**src/rtl/length_prefixed_record_parser_macros.svh**
```systemverilog
// Assertion macros for the length-prefixed record parser
`ifndef LENGTH_PREFIXED_RECORD_PARSER_MACROS_SVH
`define LENGTH_PREFIXED_RECORD_PARSER_MACROS_SVH

`ifndef SYNTHESIS

// Same-cycle implication, sampled on clk, idle while rst_n is low.
`define LPRP_ASSERT_IMP(lbl, ante, cons, msg) \
    lbl: assert property (@(posedge clk) disable iff (!rst_n) (ante) |-> (cons)) \
        else $error(msg);

// Next-cycle implication, sampled on clk, idle while rst_n is low.
`define LPRP_ASSERT_NEXT(lbl, ante, cons, msg) \
    lbl: assert property (@(posedge clk) disable iff (!rst_n) (ante) |=> (cons)) \
        else $error(msg);

`else

`define LPRP_ASSERT_IMP(lbl, ante, cons, msg)
`define LPRP_ASSERT_NEXT(lbl, ante, cons, msg)

`endif

`endif

```
**src/rtl/lprp_pkg.sv**
```systemverilog
// Types and constants shared by the length-prefixed record parser
`timescale 1ns / 1ps

package lprp_pkg;

    localparam int MAGIC_LEN  = 6;
    localparam int AMOUNT_LEN = 8;

    // Configuration register indexes
    localparam logic [1:0] REG_MAGIC_WORD    = 2'd0;
    localparam logic [1:0] REG_FORMAT_MODE   = 2'd1;
    localparam logic [1:0] REG_RETURN_OPCODE = 2'd2;

    localparam logic [7:0] RETURN_OPCODE_RST = 8'd106;

    // Field kinds
    localparam logic [2:0] KIND_NONE   = 3'd0;
    localparam logic [2:0] KIND_STR1   = 3'd1;
    localparam logic [2:0] KIND_STR2   = 3'd2;
    localparam logic [2:0] KIND_STR3   = 3'd3;
    localparam logic [2:0] KIND_STR4   = 3'd4;
    localparam logic [2:0] KIND_AMOUNT = 3'd5;

    // Verdicts
    localparam logic [2:0] VERD_PENDING    = 3'd0;
    localparam logic [2:0] VERD_SUCCESS    = 3'd1;
    localparam logic [2:0] VERD_NO_DATA    = 3'd2;
    localparam logic [2:0] VERD_NO_COUNT   = 3'd3;
    localparam logic [2:0] VERD_INCOMPLETE = 3'd4;
    localparam logic [2:0] VERD_STR_OVER   = 3'd5;
    localparam logic [2:0] VERD_NO_LENGTH  = 3'd6;
    localparam logic [2:0] VERD_AMT_TRUNC  = 3'd7;

    typedef struct packed {
        logic [47:0] magic_word;
        logic        format_mode;
        logic [7:0]  return_opcode;
    } cfg_t;

    typedef struct packed {
        logic [7:0] script_byte;
        logic       output_end;
        logic       tx_end;
    } item_t;

    typedef struct packed {
        logic [2:0]         field_kind;
        logic [7:0]         field_byte;
        logic [7:0]         record_number;
        logic signed [63:0] amount_value;
        logic [2:0]         verdict;
        logic               verdict_valid;
    } result_t;

endpackage

```
**src/rtl/lprp_cfg.sv**
```systemverilog
// Configuration registers of the record parser
`timescale 1ns / 1ps

module lprp_cfg
(
    input  logic               clk,
    input  logic               rst_n,
    input  logic               cfg_valid,
    output logic               cfg_ready,
    input  logic [1:0]         cfg_index,
    input  logic [47:0]        cfg_data,
    output lprp_pkg::cfg_t     cfg
);

    lprp_pkg::cfg_t cfg_reg;
    lprp_pkg::cfg_t cfg_next;

    assign cfg_ready = 1'b1;
    assign cfg       = cfg_reg;

    always_comb
    begin
        cfg_next = cfg_reg;
        if (cfg_valid)
        begin
            unique case (cfg_index)
                lprp_pkg::REG_MAGIC_WORD:    cfg_next.magic_word    = cfg_data;
                lprp_pkg::REG_FORMAT_MODE:   cfg_next.format_mode   = cfg_data[0];
                lprp_pkg::REG_RETURN_OPCODE: cfg_next.return_opcode = cfg_data[7:0];
                default:                     ;
            endcase
        end
    end

    always_ff @(posedge clk or negedge rst_n)
    begin
        if (!rst_n)
        begin
            cfg_reg.magic_word    <= '0;
            cfg_reg.format_mode   <= 1'b0;
            cfg_reg.return_opcode <= lprp_pkg::RETURN_OPCODE_RST;
        end
        else
        begin
            cfg_reg <= cfg_next;
        end
    end

endmodule

```
**src/rtl/lprp_parser.sv**
```systemverilog
// Parse state machine: one script byte in, one result out per step
`timescale 1ns / 1ps

module lprp_parser
(
    input  logic                clk,
    input  logic                rst_n,
    input  logic                step,
    input  lprp_pkg::item_t     item,
    input  lprp_pkg::cfg_t      cfg,
    output lprp_pkg::result_t   res
);

    `include "length_prefixed_record_parser_macros.svh"

    typedef enum logic [12:0] {
        PH_HDR   = 13'b0000000000001,
        PH_SKIP  = 13'b0000000000010,
        PH_COUNT = 13'b0000000000100,
        PH_LEN1  = 13'b0000000001000,
        PH_STR1  = 13'b0000000010000,
        PH_LEN2  = 13'b0000000100000,
        PH_STR2  = 13'b0000001000000,
        PH_LEN3  = 13'b0000010000000,
        PH_STR3  = 13'b0000100000000,
        PH_AMT   = 13'b0001000000000,
        PH_LEN4  = 13'b0010000000000,
        PH_STR4  = 13'b0100000000000,
        PH_DONE  = 13'b1000000000000
    } phase_t;

    localparam logic [2:0] HDR_LAST = 3'(lprp_pkg::MAGIC_LEN + 1);
    localparam logic [2:0] AMT_LAST = 3'(lprp_pkg::AMOUNT_LEN - 1);

    phase_t      phase_reg, phase_next;
    logic [2:0]  hp_reg, hp_next;
    logic        ok_reg, ok_next;
    logic [7:0]  left_reg, left_next;
    logic [7:0]  cnt_reg, cnt_next;
    logic [7:0]  str_reg, str_next;
    logic [63:0] acc_reg, acc_next;
    logic [2:0]  seen_reg, seen_next;
    logic        given_reg, given_next;

    logic [7:0]  b;
    logic [7:0]  magic_byte;
    logic [2:0]  done_field;
    logic        rec_done;
    logic        ends;

    assign b    = item.script_byte;
    assign ends = item.output_end | item.tx_end;

    always_comb
    begin
        case (hp_reg)
            3'd2:    magic_byte = cfg.magic_word[47:40];
            3'd3:    magic_byte = cfg.magic_word[39:32];
            3'd4:    magic_byte = cfg.magic_word[31:24];
            3'd5:    magic_byte = cfg.magic_word[23:16];
            3'd6:    magic_byte = cfg.magic_word[15:8];
            3'd7:    magic_byte = cfg.magic_word[7:0];
            default: magic_byte = 8'h00;
        endcase
    end

    always_comb
    begin
        phase_next = phase_reg;
        hp_next    = hp_reg;
        ok_next    = ok_reg;
        left_next  = left_reg;
        cnt_next   = cnt_reg;
        str_next   = str_reg;
        acc_next   = acc_reg;
        seen_next  = seen_reg;
        given_next = given_reg;
        done_field = lprp_pkg::KIND_NONE;
        rec_done   = 1'b0;

        res.field_kind    = lprp_pkg::KIND_NONE;
        res.field_byte    = 8'h00;
        res.record_number = 8'h00;
        res.amount_value  = '0;
        res.verdict       = lprp_pkg::VERD_PENDING;

        unique case (phase_reg) inside
            PH_HDR:
            begin
                if (hp_reg == 3'd0)
                    ok_next = (b == cfg.return_opcode);
                else if (hp_reg >= 3'd2 && magic_byte != b)
                    ok_next = 1'b0;
                if (hp_reg >= HDR_LAST)
                    phase_next = ok_next ? PH_COUNT : PH_SKIP;
                else
                    hp_next = hp_reg + 3'd1;
            end
            PH_COUNT:
            begin
                left_next = b;
                cnt_next  = 8'h00;
                if (b == 8'h00)
                begin
                    res.verdict = lprp_pkg::VERD_SUCCESS;
                    given_next  = 1'b1;
                    phase_next  = PH_DONE;
                end
                else
                begin
                    phase_next = PH_LEN1;
                end
            end
            PH_LEN1, PH_LEN2, PH_LEN3, PH_LEN4:
            begin
                str_next = b;
                if (b == 8'h00)
                begin
                    unique case (phase_reg) inside
                        PH_LEN1: done_field = lprp_pkg::KIND_STR1;
                        PH_LEN2: done_field = lprp_pkg::KIND_STR2;
                        PH_LEN3: done_field = lprp_pkg::KIND_STR3;
                        default: done_field = lprp_pkg::KIND_STR4;
                    endcase
                end
                else
                begin
                    unique case (phase_reg) inside
                        PH_LEN1: phase_next = PH_STR1;
                        PH_LEN2: phase_next = PH_STR2;
                        PH_LEN3: phase_next = PH_STR3;
                        default: phase_next = PH_STR4;
                    endcase
                end
            end
            PH_STR1, PH_STR2, PH_STR3, PH_STR4:
            begin
                unique case (phase_reg) inside
                    PH_STR1: res.field_kind = lprp_pkg::KIND_STR1;
                    PH_STR2: res.field_kind = lprp_pkg::KIND_STR2;
                    PH_STR3: res.field_kind = lprp_pkg::KIND_STR3;
                    default: res.field_kind = lprp_pkg::KIND_STR4;
                endcase
                res.field_byte    = b;
                res.record_number = cnt_reg;
                str_next          = str_reg - 8'd1;
                if (str_reg == 8'd1)
                    done_field = res.field_kind;
            end
            PH_AMT:
            begin
                acc_next = acc_reg | (64'(b) << {seen_reg, 3'b000});
                if (seen_reg >= AMT_LAST)
                begin
                    res.field_kind    = lprp_pkg::KIND_AMOUNT;
                    res.record_number = cnt_reg;
                    res.amount_value  = acc_next;
                    acc_next          = '0;
                    seen_next         = 3'd0;
                    done_field        = lprp_pkg::KIND_AMOUNT;
                end
                else
                begin
                    seen_next = seen_reg + 3'd1;
                end
            end
            default: ;
        endcase

        // next field of the record
        case (done_field)
            lprp_pkg::KIND_STR1:   phase_next = PH_LEN2;
            lprp_pkg::KIND_STR2:   phase_next = cfg.format_mode ? PH_AMT : PH_LEN3;
            lprp_pkg::KIND_STR3:   phase_next = PH_AMT;
            lprp_pkg::KIND_STR4:   rec_done   = 1'b1;
            lprp_pkg::KIND_AMOUNT:
            begin
                if (cfg.format_mode)
                    rec_done = 1'b1;
                else
                    phase_next = PH_LEN4;
            end
            default: ;
        endcase

        if (rec_done)
        begin
            left_next = left_reg - 8'd1;
            cnt_next  = cnt_reg + 8'd1;
            if (left_reg == 8'd1)
            begin
                res.verdict = lprp_pkg::VERD_SUCCESS;
                given_next  = 1'b1;
                phase_next  = PH_DONE;
            end
            else
            begin
                phase_next = PH_LEN1;
            end
        end

        // output ended: restart the header search or report the truncation
        if (ends)
        begin
            unique case (phase_next) inside
                PH_HDR, PH_SKIP:
                begin
                    phase_next = PH_HDR;
                    hp_next    = 3'd0;
                    ok_next    = 1'b1;
                end
                PH_COUNT:
                begin
                    res.verdict = lprp_pkg::VERD_NO_COUNT;
                    given_next  = 1'b1;
                    phase_next  = PH_DONE;
                end
                PH_LEN1:
                begin
                    res.verdict = lprp_pkg::VERD_INCOMPLETE;
                    given_next  = 1'b1;
                    phase_next  = PH_DONE;
                end
                PH_STR1, PH_STR2, PH_STR3, PH_STR4:
                begin
                    res.verdict = lprp_pkg::VERD_STR_OVER;
                    given_next  = 1'b1;
                    phase_next  = PH_DONE;
                end
                PH_LEN2, PH_LEN3, PH_LEN4:
                begin
                    res.verdict = lprp_pkg::VERD_NO_LENGTH;
                    given_next  = 1'b1;
                    phase_next  = PH_DONE;
                end
                PH_AMT:
                begin
                    res.verdict = lprp_pkg::VERD_AMT_TRUNC;
                    given_next  = 1'b1;
                    phase_next  = PH_DONE;
                end
                default: ;
            endcase
        end

        if (item.tx_end)
        begin
            if (!given_next)
                res.verdict = lprp_pkg::VERD_NO_DATA;
            phase_next = PH_HDR;
            hp_next    = 3'd0;
            ok_next    = 1'b1;
            left_next  = 8'h00;
            cnt_next   = 8'h00;
            str_next   = 8'h00;
            acc_next   = '0;
            seen_next  = 3'd0;
            given_next = 1'b0;
        end

        res.verdict_valid = (res.verdict != lprp_pkg::VERD_PENDING);
    end

    always_ff @(posedge clk or negedge rst_n)
    begin
        if (!rst_n)
        begin
            phase_reg <= PH_HDR;
            hp_reg    <= 3'd0;
            ok_reg    <= 1'b1;
            left_reg  <= 8'h00;
            cnt_reg   <= 8'h00;
            str_reg   <= 8'h00;
            acc_reg   <= '0;
            seen_reg  <= 3'd0;
            given_reg <= 1'b0;
        end
        else if (step)
        begin
            phase_reg <= phase_next;
            hp_reg    <= hp_next;
            ok_reg    <= ok_next;
            left_reg  <= left_next;
            cnt_reg   <= cnt_next;
            str_reg   <= str_next;
            acc_reg   <= acc_next;
            seen_reg  <= seen_next;
            given_reg <= given_next;
        end
    end

    `LPRP_ASSERT_NEXT(a_verdict_parks, step && res.verdict_valid && !item.tx_end, phase_reg == PH_DONE, "verdict given but parser not parked")
    `LPRP_ASSERT_NEXT(a_tx_end_clears, step && item.tx_end, phase_reg == PH_HDR && hp_reg == 3'd0 && !given_reg, "transaction end did not clear state")
    `LPRP_ASSERT_IMP(a_given_done, given_reg, phase_reg == PH_DONE, "verdict flag set outside done phase")
    `LPRP_ASSERT_IMP(a_amount_full, res.field_kind == lprp_pkg::KIND_AMOUNT, seen_reg == AMT_LAST, "amount reported before all bytes seen")

endmodule

```
**src/rtl/length_prefixed_record_parser.sv**
```systemverilog
// Top level of the length-prefixed record parser
`timescale 1ns / 1ps

// One script byte per item, one result per item. Items flow through an input
// register and a result register; the parse state is updated between them,
// and a result is captured in the result register after its byte has passed
// the input register. A new byte is taken every cycle unless the result
// register stalls, which it does only when the downstream side holds tready
// low. Configuration writes complete in the cycle they are presented.

module length_prefixed_record_parser
(
    input  logic        clk,
    input  logic        rst_n,
    // configuration
    input  logic        cfg_valid,
    output logic        cfg_ready,
    input  logic [1:0]  cfg_index,
    input  logic [47:0] cfg_data,
    // script bytes in
    input  logic        s_tvalid,
    output logic        s_tready,
    input  logic [7:0]  s_tdata,   // [7:0] script_byte
    input  logic        s_tuser,   // [0] output_end
    input  logic        s_tlast,   // tx_end
    // results out
    output logic        m_tvalid,
    input  logic        m_tready,
    output logic [87:0] m_tdata,   // [7:0] field_byte, [15:8] record_number,
                                   // [79:16] amount_value, [82:80] verdict, rest 0
    output logic [3:0]  m_tuser    // [2:0] field_kind, [3] verdict_valid
);

    lprp_pkg::cfg_t    cfg;
    lprp_pkg::item_t   in_reg;
    lprp_pkg::result_t res;
    lprp_pkg::result_t out_reg;

    logic in_vld_reg, in_vld_next;
    logic out_vld_reg, out_vld_next;
    logic move;

    lprp_cfg u_cfg
    (
        .clk       (clk),
        .rst_n     (rst_n),
        .cfg_valid (cfg_valid),
        .cfg_ready (cfg_ready),
        .cfg_index (cfg_index),
        .cfg_data  (cfg_data),
        .cfg       (cfg)
    );

    lprp_parser u_parser
    (
        .clk   (clk),
        .rst_n (rst_n),
        .step  (move),
        .item  (in_reg),
        .cfg   (cfg),
        .res   (res)
    );

    assign move     = in_vld_reg & (~out_vld_reg | m_tready);
    assign s_tready = ~in_vld_reg | move;

    assign in_vld_next  = (s_tvalid & s_tready) | (in_vld_reg & ~move);
    assign out_vld_next = move | (out_vld_reg & ~m_tready);

    always_ff @(posedge clk or negedge rst_n)
    begin
        if (!rst_n)
        begin
            in_vld_reg  <= 1'b0;
            out_vld_reg <= 1'b0;
        end
        else
        begin
            in_vld_reg  <= in_vld_next;
            out_vld_reg <= out_vld_next;
        end
    end

    always_ff @(posedge clk)
    begin
        if (s_tvalid && s_tready)
        begin
            in_reg.script_byte <= s_tdata;
            in_reg.output_end  <= s_tuser;
            in_reg.tx_end      <= s_tlast;
        end
        if (move)
            out_reg <= res;
    end

    assign m_tvalid = out_vld_reg;
    assign m_tdata  = {5'b00000, out_reg.verdict, out_reg.amount_value,
                       out_reg.record_number, out_reg.field_byte};
    assign m_tuser  = {out_reg.verdict_valid, out_reg.field_kind};

endmodule
```
**config.mk**
```make
export PLATFORM = sky130hd
export DESIGN_NAME = length_prefixed_record_parser
export DESIGN_NICKNAME = d
export VERILOG_FILES = /design/src/rtl/lprp_pkg.sv /design/src/rtl/lprp_cfg.sv /design/src/rtl/lprp_parser.sv /design/src/rtl/length_prefixed_record_parser.sv
export VERILOG_INCLUDE_DIRS = /design/src /design/src/rtl
export SDC_FILE = /design/constraint.sdc
export NUM_CORES = 1
export LEC_CHECK = 0
export ABC_AREA = 1
export BUFFER_PORTS_ARGS = -buffer_cell sky130_fd_sc_hd__buf_2
export CAP_MARGIN = 20
export CORE_MARGIN = 2
export CORE_UTILIZATION = 35
export DETAILED_ROUTE_END_ITERATION = 6
export GPL_TIMING_DRIVEN = 1
export PLACE_DENSITY = 0.65
export SLEW_MARGIN = 40
export SYNTH_ARGS = -nofsm -noshare
export SYNTH_HDL_FRONTEND = slang
export SYNTH_HIERARCHICAL = 1
export SYNTH_SLANG_ARGS = --single-unit
```
**constraint.sdc**
```tcl
create_clock -name clk -period 7.3 [get_ports clk]
set_input_delay 0.365 -clock clk [delete_from_list [all_inputs] [get_ports clk]]
set_output_delay 0.365 -clock clk [all_outputs]
set_load 0.005 [all_outputs]
```
# --- Word level (Yosys, flattened, before mapping) ---
# Cells that the tools add are included.
word_totals:
  ff_bits: 265
  input_bits: 65
  output_inout_bits: 95
  wordCells: 175
classes:
  addsub: 5
  n_lt_le_gt_ge: 3
  n_eq_ne: 40
  shift: 1
  muxes: 67
  bitwise_logic: 14
  n_reduce_logical: 22
ops:
  columns: ["operator", "count"]
  rows:
  - ["two-way mux 64 bit", 3]
  - ["two-way mux 13 bit", 8]
  - ["two-way mux 72 bit", 1]
  - ["OR 64 bit", 1]
  - ["<< shifter 8 x 6 -> 64 bit", 1]
  - ["two-way mux 8 bit", 7]
  - ["two-way mux 3 bit", 18]
  - ["one-hot mux 13 bit (4 select lines)", 1]
  - ["one-hot mux 8 bit (6 select lines)", 1]
  - ["one-hot mux 13 bit (3 select lines)", 1]
  - ["one-hot mux 12 bit (3 select lines)", 1]
  - ["one-hot mux 8 bit (2 select lines)", 2]
  - ["one-hot mux 3 bit (3 select lines)", 3]
  - ["== test 13 x 1 -> 1 bit (second input constant)", 2]
  - ["== test 13 x 10 -> 1 bit (second input constant)", 2]
  - ["== test 13 x 11 -> 1 bit (second input constant)", 2]
  - ["== test 13 x 12 -> 1 bit (second input constant)", 2]
  - ["== test 13 x 3 -> 1 bit (second input constant)", 2]
  - ["== test 13 x 4 -> 1 bit (second input constant)", 2]
  - ["== test 13 x 5 -> 1 bit (second input constant)", 2]
  - ["== test 13 x 6 -> 1 bit (second input constant)", 2]
  - ["== test 13 x 7 -> 1 bit (second input constant)", 2]
  - ["== test 13 x 8 -> 1 bit (second input constant)", 2]
  - ["== test 13 x 9 -> 1 bit (second input constant)", 2]
  - ["other kinds (34)", 82]

# --- Logic depth before layout (Yosys ltp) ---
logic_depth:
  ltp_word: 20
  depth_mapped: 29
  mapped_depth_nobuf: 25

# --- Hierarchy ---
# The synthesis kept the hierarchy.
modules_own_cells:
  columns: ["mod", "n_inst", "cells_per_inst", "area_per_inst_um2", "seq_area_each_um2"]
  rows:
  - ["lprp_parser", 1, 1185, 7912.6, 2730.1]
  - ["length_prefixed_record_parser", 1, 115, 3049.2, 2962.8]
  - ["lprp_cfg", 1, 254, 2334.7, 1431.4]

# --- Worst setup path after synthesis ---
# Ideal clock, no wire load.
synth_timing:
  path_type: "reg-to-reg"
  from: "reg out_vld_reg, in the netlist m_tvalid"
  to: "reg u_parser.acc_reg[62]"
  setup_ps: 83
  arrival_ps: 6575
  path_slack_ps: 642
  path_stages_with_launch: 10
  n_path_buf: 3
  synth_period_minus_slack_ps: 6658
  cell_sequence: "dfrtp_1 a21oi_1 clkbuf_1 inv_1 nor2_1 inv_1 or3_1 clkbuf_1 clkbuf_1 o21ai_0"
synth_via:
  elab_chain_len: 4
synth_rtl:
  columns: ["item", "line", "text"]
  rows:
  - ["start: declaration", "length_prefixed_record_parser.sv:40", "logic out_vld_reg, out_vld_next;"]
  - ["start signal: assignment", "length_prefixed_record_parser.sv:80", "out_vld_reg <= out_vld_next;"]
  - ["inverter 1 bit", "length_prefixed_record_parser.sv:64", "assign move = in_vld_reg & (~out_vld_reg | m_tready);"]
  - ["OR 1 bit", "length_prefixed_record_parser.sv:64", null]
  - ["bitwise AND 1 bit", "length_prefixed_record_parser.sv:64", null]
  - ["named net move", "length_prefixed_record_parser.sv:41", "logic move;"]
  - ["AND reduction 2 bit (no source line)", null, null]
  - ["end signal: assignment", "lprp_parser.sv:286", "acc_reg <= acc_next;"]
  - ["end: declaration", "lprp_parser.sv:41", "logic [63:0] acc_reg, acc_next;"]
# The timed path passes the listed nets, and every way through them passes these cells.
# A chain may end at the register's enable or synchronous reset.

==> flow_results.xml <==
<?xml version="1.0" encoding="UTF-8"?>
<metrics>
  <group name="status">
    <metric name="status" unit="">completed</metric>
  </group>
  <group name="route">
    <metric name="routed_wl_per_cell" unit="µm">16.08</metric>
    <metric name="drtPass1Iterations" unit="">5</metric>
    <metric name="via_per_inst" unit="">5.037</metric>
    <metric name="drt_iter0_drc" unit="">1008</metric>
    <metric name="routed_via_count" unit="">11180</metric>
    <metric name="drt_drc_violations_left" unit="">0</metric>
    <metric name="final_antenna_net_count" unit="">0</metric>
    <metric name="wl" unit="mm">35.68</metric>
  </group>
  <group name="clock_network">
    <metric name="post-cts-setup-buffers" unit="">0</metric>
    <metric name="cts.clk_slew.worst_paths" unit="ns">0.06</metric>
    <metric name="numClockSinks" unit="">265</metric>
    <metric name="cts.root.buffer_cell" unit="">clkbuf_16</metric>
    <metric name="cts_buffers" unit="">29</metric>
    <metric name="clock_latency_late_sink" unit="ns">0.56</metric>
    <metric name="cts_tree" unit="">done</metric>
    <metric name="cts.path.max_buffers" unit="">3</metric>
    <metric name="holdBufCountCts" unit="">9</metric>
    <metric name="cts-resized-gates" unit="">0</metric>
    <metric name="cts_max_level" unit="">1</metric>
  </group>
  <group name="critical_path">
    <metric name="cp-start-kind" unit="">register</metric>
    <metric name="criticalPathCategory" unit="">register to register</metric>
    <metric name="crit_arrival" unit="ns">4.63</metric>
    <metric name="critical_path_peak_fanout" unit="">52</metric>
    <metric name="crit_start" unit="">u_parser/seen_reg[0]</metric>
    <metric name="critical_path_required" unit="ns">7.61</metric>
    <metric name="r2r_start" unit="">u_parser/seen_reg[0]</metric>
    <metric name="crit_path_end_kind" unit="">register</metric>
  </group>
  <group name="synth">
    <metric name="synth_top_family_by_area" unit="">simple AND/OR/NAND/NOR gates</metric>
    <metric name="netlist_area_before_placement" unit="µm²">13300</metric>
    <metric name="synth-edff-count" unit="">97</metric>
    <metric name="synth_seq_cells" unit="">265</metric>
    <metric name="synth_cells" unit="">1554</metric>
    <metric name="register_area_share_after_synthesis" unit="">0.5358</metric>
    <metric name="count_of_different_cell_masters_after_synthesis" unit="">54</metric>
    <metric name="post_synth_mux_area_share" unit="">0</metric>
    <metric name="synth_warnings" unit="">6</metric>
    <metric name="synthXorXnorAreaFrac" unit="">0.01054</metric>
    <metric name="synth_adder_area_share" unit="">0.01223</metric>
    <metric name="synth_simple_gate_area_share" unit="">0.2735</metric>
    <metric name="postSynth.topFlopCell" unit="">dfrtp_1</metric>
    <metric name="synth-compound-area-share" unit="">0.09222</metric>
    <metric name="synth_async_sr_flop_share" unit="">0.6340</metric>
    <metric name="mean_post_synth_cell_area" unit="µm²">8.556</metric>
  </group>
  <group name="pwr">
    <metric name="vdd_ir_drop_max" unit="mV">0.1958</metric>
    <metric name="power.sequential.fraction" unit="">0.400</metric>
    <metric name="combinationalPowerShare" unit="">0.275</metric>
    <metric name="clockPowerShare" unit="">0.325</metric>
    <metric name="netSwitchingPower" unit="mW">1.589</metric>
    <metric name="power-per-cell-area" unit="nW/µm²">295.8</metric>
    <metric name="leakagePower" unit="nW">7.238</metric>
    <metric name="power.internal" unit="mW">2.990</metric>
    <metric name="power.switching_fraction" unit="">0.3470</metric>
  </group>
  <group name="sta">
    <metric name="fin_tns_setup" unit="ns">0</metric>
    <metric name="period_needed" unit="ns">4.312</metric>
    <metric name="setup_repair_after_global_routing_missed_its_margin" unit="">false</metric>
    <metric name="timing_hold_violations_final" unit="">0</metric>
    <metric name="post-route-period-util" unit="">0.5907</metric>
    <metric name="max_slew.worst_pin.slew" unit="ns">0.7273</metric>
    <metric name="worst_clock_skew" unit="ns">0.02206</metric>
    <metric name="clock.fmax" unit="MHz">231.9</metric>
    <metric name="setup-violations-final" unit="">0</metric>
    <metric name="setup_ws" unit="ns">2.988</metric>
    <metric name="timing.hold.ws" unit="ns">0.02530</metric>
    <metric name="slew_headroom" unit="">0.5151</metric>
    <metric name="report.final.slew_viol_count" unit="">0</metric>
  </group>
  <group name="floorplanning">
    <metric name="fp-row-count" unit="">71</metric>
    <metric name="die-area" unit="µm²">39570</metric>
    <metric name="core-area" unit="µm²">37580</metric>
    <metric name="io_pins" unit="">160</metric>
    <metric name="dieWidth" unit="µm">198.9</metric>
    <metric name="initial_standard_cell_utilization_of_the_core" unit="">0.3538</metric>
    <metric name="die_y" unit="µm">198.9</metric>
  </group>
  <group name="placed_design">
    <metric name="post-dp-hpwl" unit="mm">25.06</metric>
    <metric name="place_worst_setup_slack" unit="ns">3.079</metric>
    <metric name="finalWeightedCongestion" unit="">0.9066</metric>
    <metric name="number_of_input_and_output_port_buffers_inserted" unit="">153</metric>
  </group>
  <group name="global_route">
    <metric name="maximum_number_of_pins_on_one_net_before_global_route_repair" unit="">95</metric>
    <metric name="grt_antenna_before_repair" unit="">0</metric>
    <metric name="grt_pass1_wl" unit="mm">57.14</metric>
    <metric name="first_global_vias" unit="">10540</metric>
    <metric name="overflow" unit="">0</metric>
    <metric name="grt_util_all_layers" unit="">0.1808</metric>
  </group>
  <group name="cells_and_area">
    <metric name="fin_nets" unit="">1763</metric>
    <metric name="finalCoreUtilization" unit="">0.4120</metric>
    <metric name="area_growth" unit="%">16.43</metric>
    <metric name="mostFrequentLayoutCell" unit="">nand2_1</metric>
    <metric name="insertedDiodeCount" unit="">0</metric>
    <metric name="post_route_cells_drive_above_1_share" unit="">0.1762</metric>
    <metric name="layout_common_cells" unit="">nand2_1, dfrtp_1, buf_2, nand3_1, nor2_1</metric>
    <metric name="max_ffs_per_register" unit="">83</metric>
  </group>
  <group name="hold_path">
    <metric name="hold_path_startpoint" unit="">s_tdata[1]</metric>
    <metric name="holdCritPathClass" unit="">input pin to register</metric>
  </group>
  <group name="job">
    <metric name="max_cap_violations" unit="">0</metric>
  </group>
</metrics>
power groups by stage:
stage / clock [mW] / sequential (mW) / combinational [mW]
global placement: 0 / 1.86 / 1.23
floorplan: 0 / 1.81 / 0.960
detailed placement: 0 / 1.86 / 1.24
CTS: 1.52 / 1.83 / 1.25
global route: 1.58 / 1.85 / 1.41
finish: 1.49 / 1.83 / 1.26
path summary, 6_finish.rpt:
kind	end	slack [ns]	cells past startpoint
max	m_tdata[80]	2.99	20
min	in_reg[3]	0.03	1
max reg2reg	m_tdata[80]	2.99	20
min reg2reg	u_cfg/cfg[55]	0.47	2
max in group asynchronous	u_parser/acc_reg[27]	5.70	3
min in group asynchronous	u_parser/str_reg[1]	0.45	2
critical path: stages, from the launching register on:
cell and delay, ns:
dfrtp_1 0.60, ha_1 0.33, ha_1 0.18, inv_1 0.05, nand2_1 0.11, nand3_2 0.30
buf_4 0.57, nand2_1 0.22, nand2_1 0.17, nand3_4 0.11, o21ai_2 0.26, nand2_1 0.11
nand2_2 0.12, inv_2 0.06, nand2_1 0.06, nor2_1 0.06, nand3_1 0.10, nand3_1 0.11
nand2_2 0.21, nand3_1 0.14, o21a_1 0.19
cell type report:
class,count,area (µm²)
clock buffers,33,750.7
clock inverters,21,212.7
fillers,3719,22100
inverters,156,588.1
multi-input cells,1060,5209
flip-flops and latches,265,7126
well taps,511,639.4
repair buffers,173,955.9
metal layers:
metal | global-route usage | share of wire | vias up
li1 | - | - | 5418
met1 | 0.2644 | 0.46 | 5309
met2 | 0.2870 | 0.46 | 411
met3 | 0.02221 | 0.064 | 38
met4 | 0.03980 | 0.016 | 0
met5 | 0 | 0 | -
through the flow:
stage	std cells	total power [mW]	cell area, µm²
global route	2219	4.839	15480
floorplan	1558	2.768	13310
detailed placement	2156	3.093	14420
finish	2219	4.579	15480
global placement	2156	3.081	14410
CTS	2219	4.600	15470
Yosys cell counts, types with 8 or more instances:
cell type,count,area (µm²)
xor2_1,13,113.9
nor3_1,30,150.1
inv_2,17,63.81
edfxtp_1,97,2913
nand3_1,148,740.7
buf_4,17,127.6
buf_2,17,85.08
dfrtp_1,162,4054
a31oi_1,9,56.30
nor2_2,13,81.33
clkbuf_1,34,127.6
nand4_1,29,181.4
nand3_2,10,100.1
ha_1,13,162.7
o21ai_0,92,460.4
o22ai_1,28,175.2
nor2_1,140,525.5
inv_1,133,499.2
a21oi_1,53,265.3
o2111ai_1,8,70.07
nand2_2,17,106.4
nand2_1,399,1498
logic make-up (layout without fill, tap and decap cells):
family / after synthesis / after routing
adder cells (fa/ha/maj): 13 / 13
flip-flops: 265 / 265
other: 2 / 6
buffers and inverters: 233 / 383
AO/OA/AOI/OAI: 215 / 215
XOR/XNOR: 16 / 16
AND/OR/NAND/NOR: 810 / 810
(Power assumes the default switching activity.)
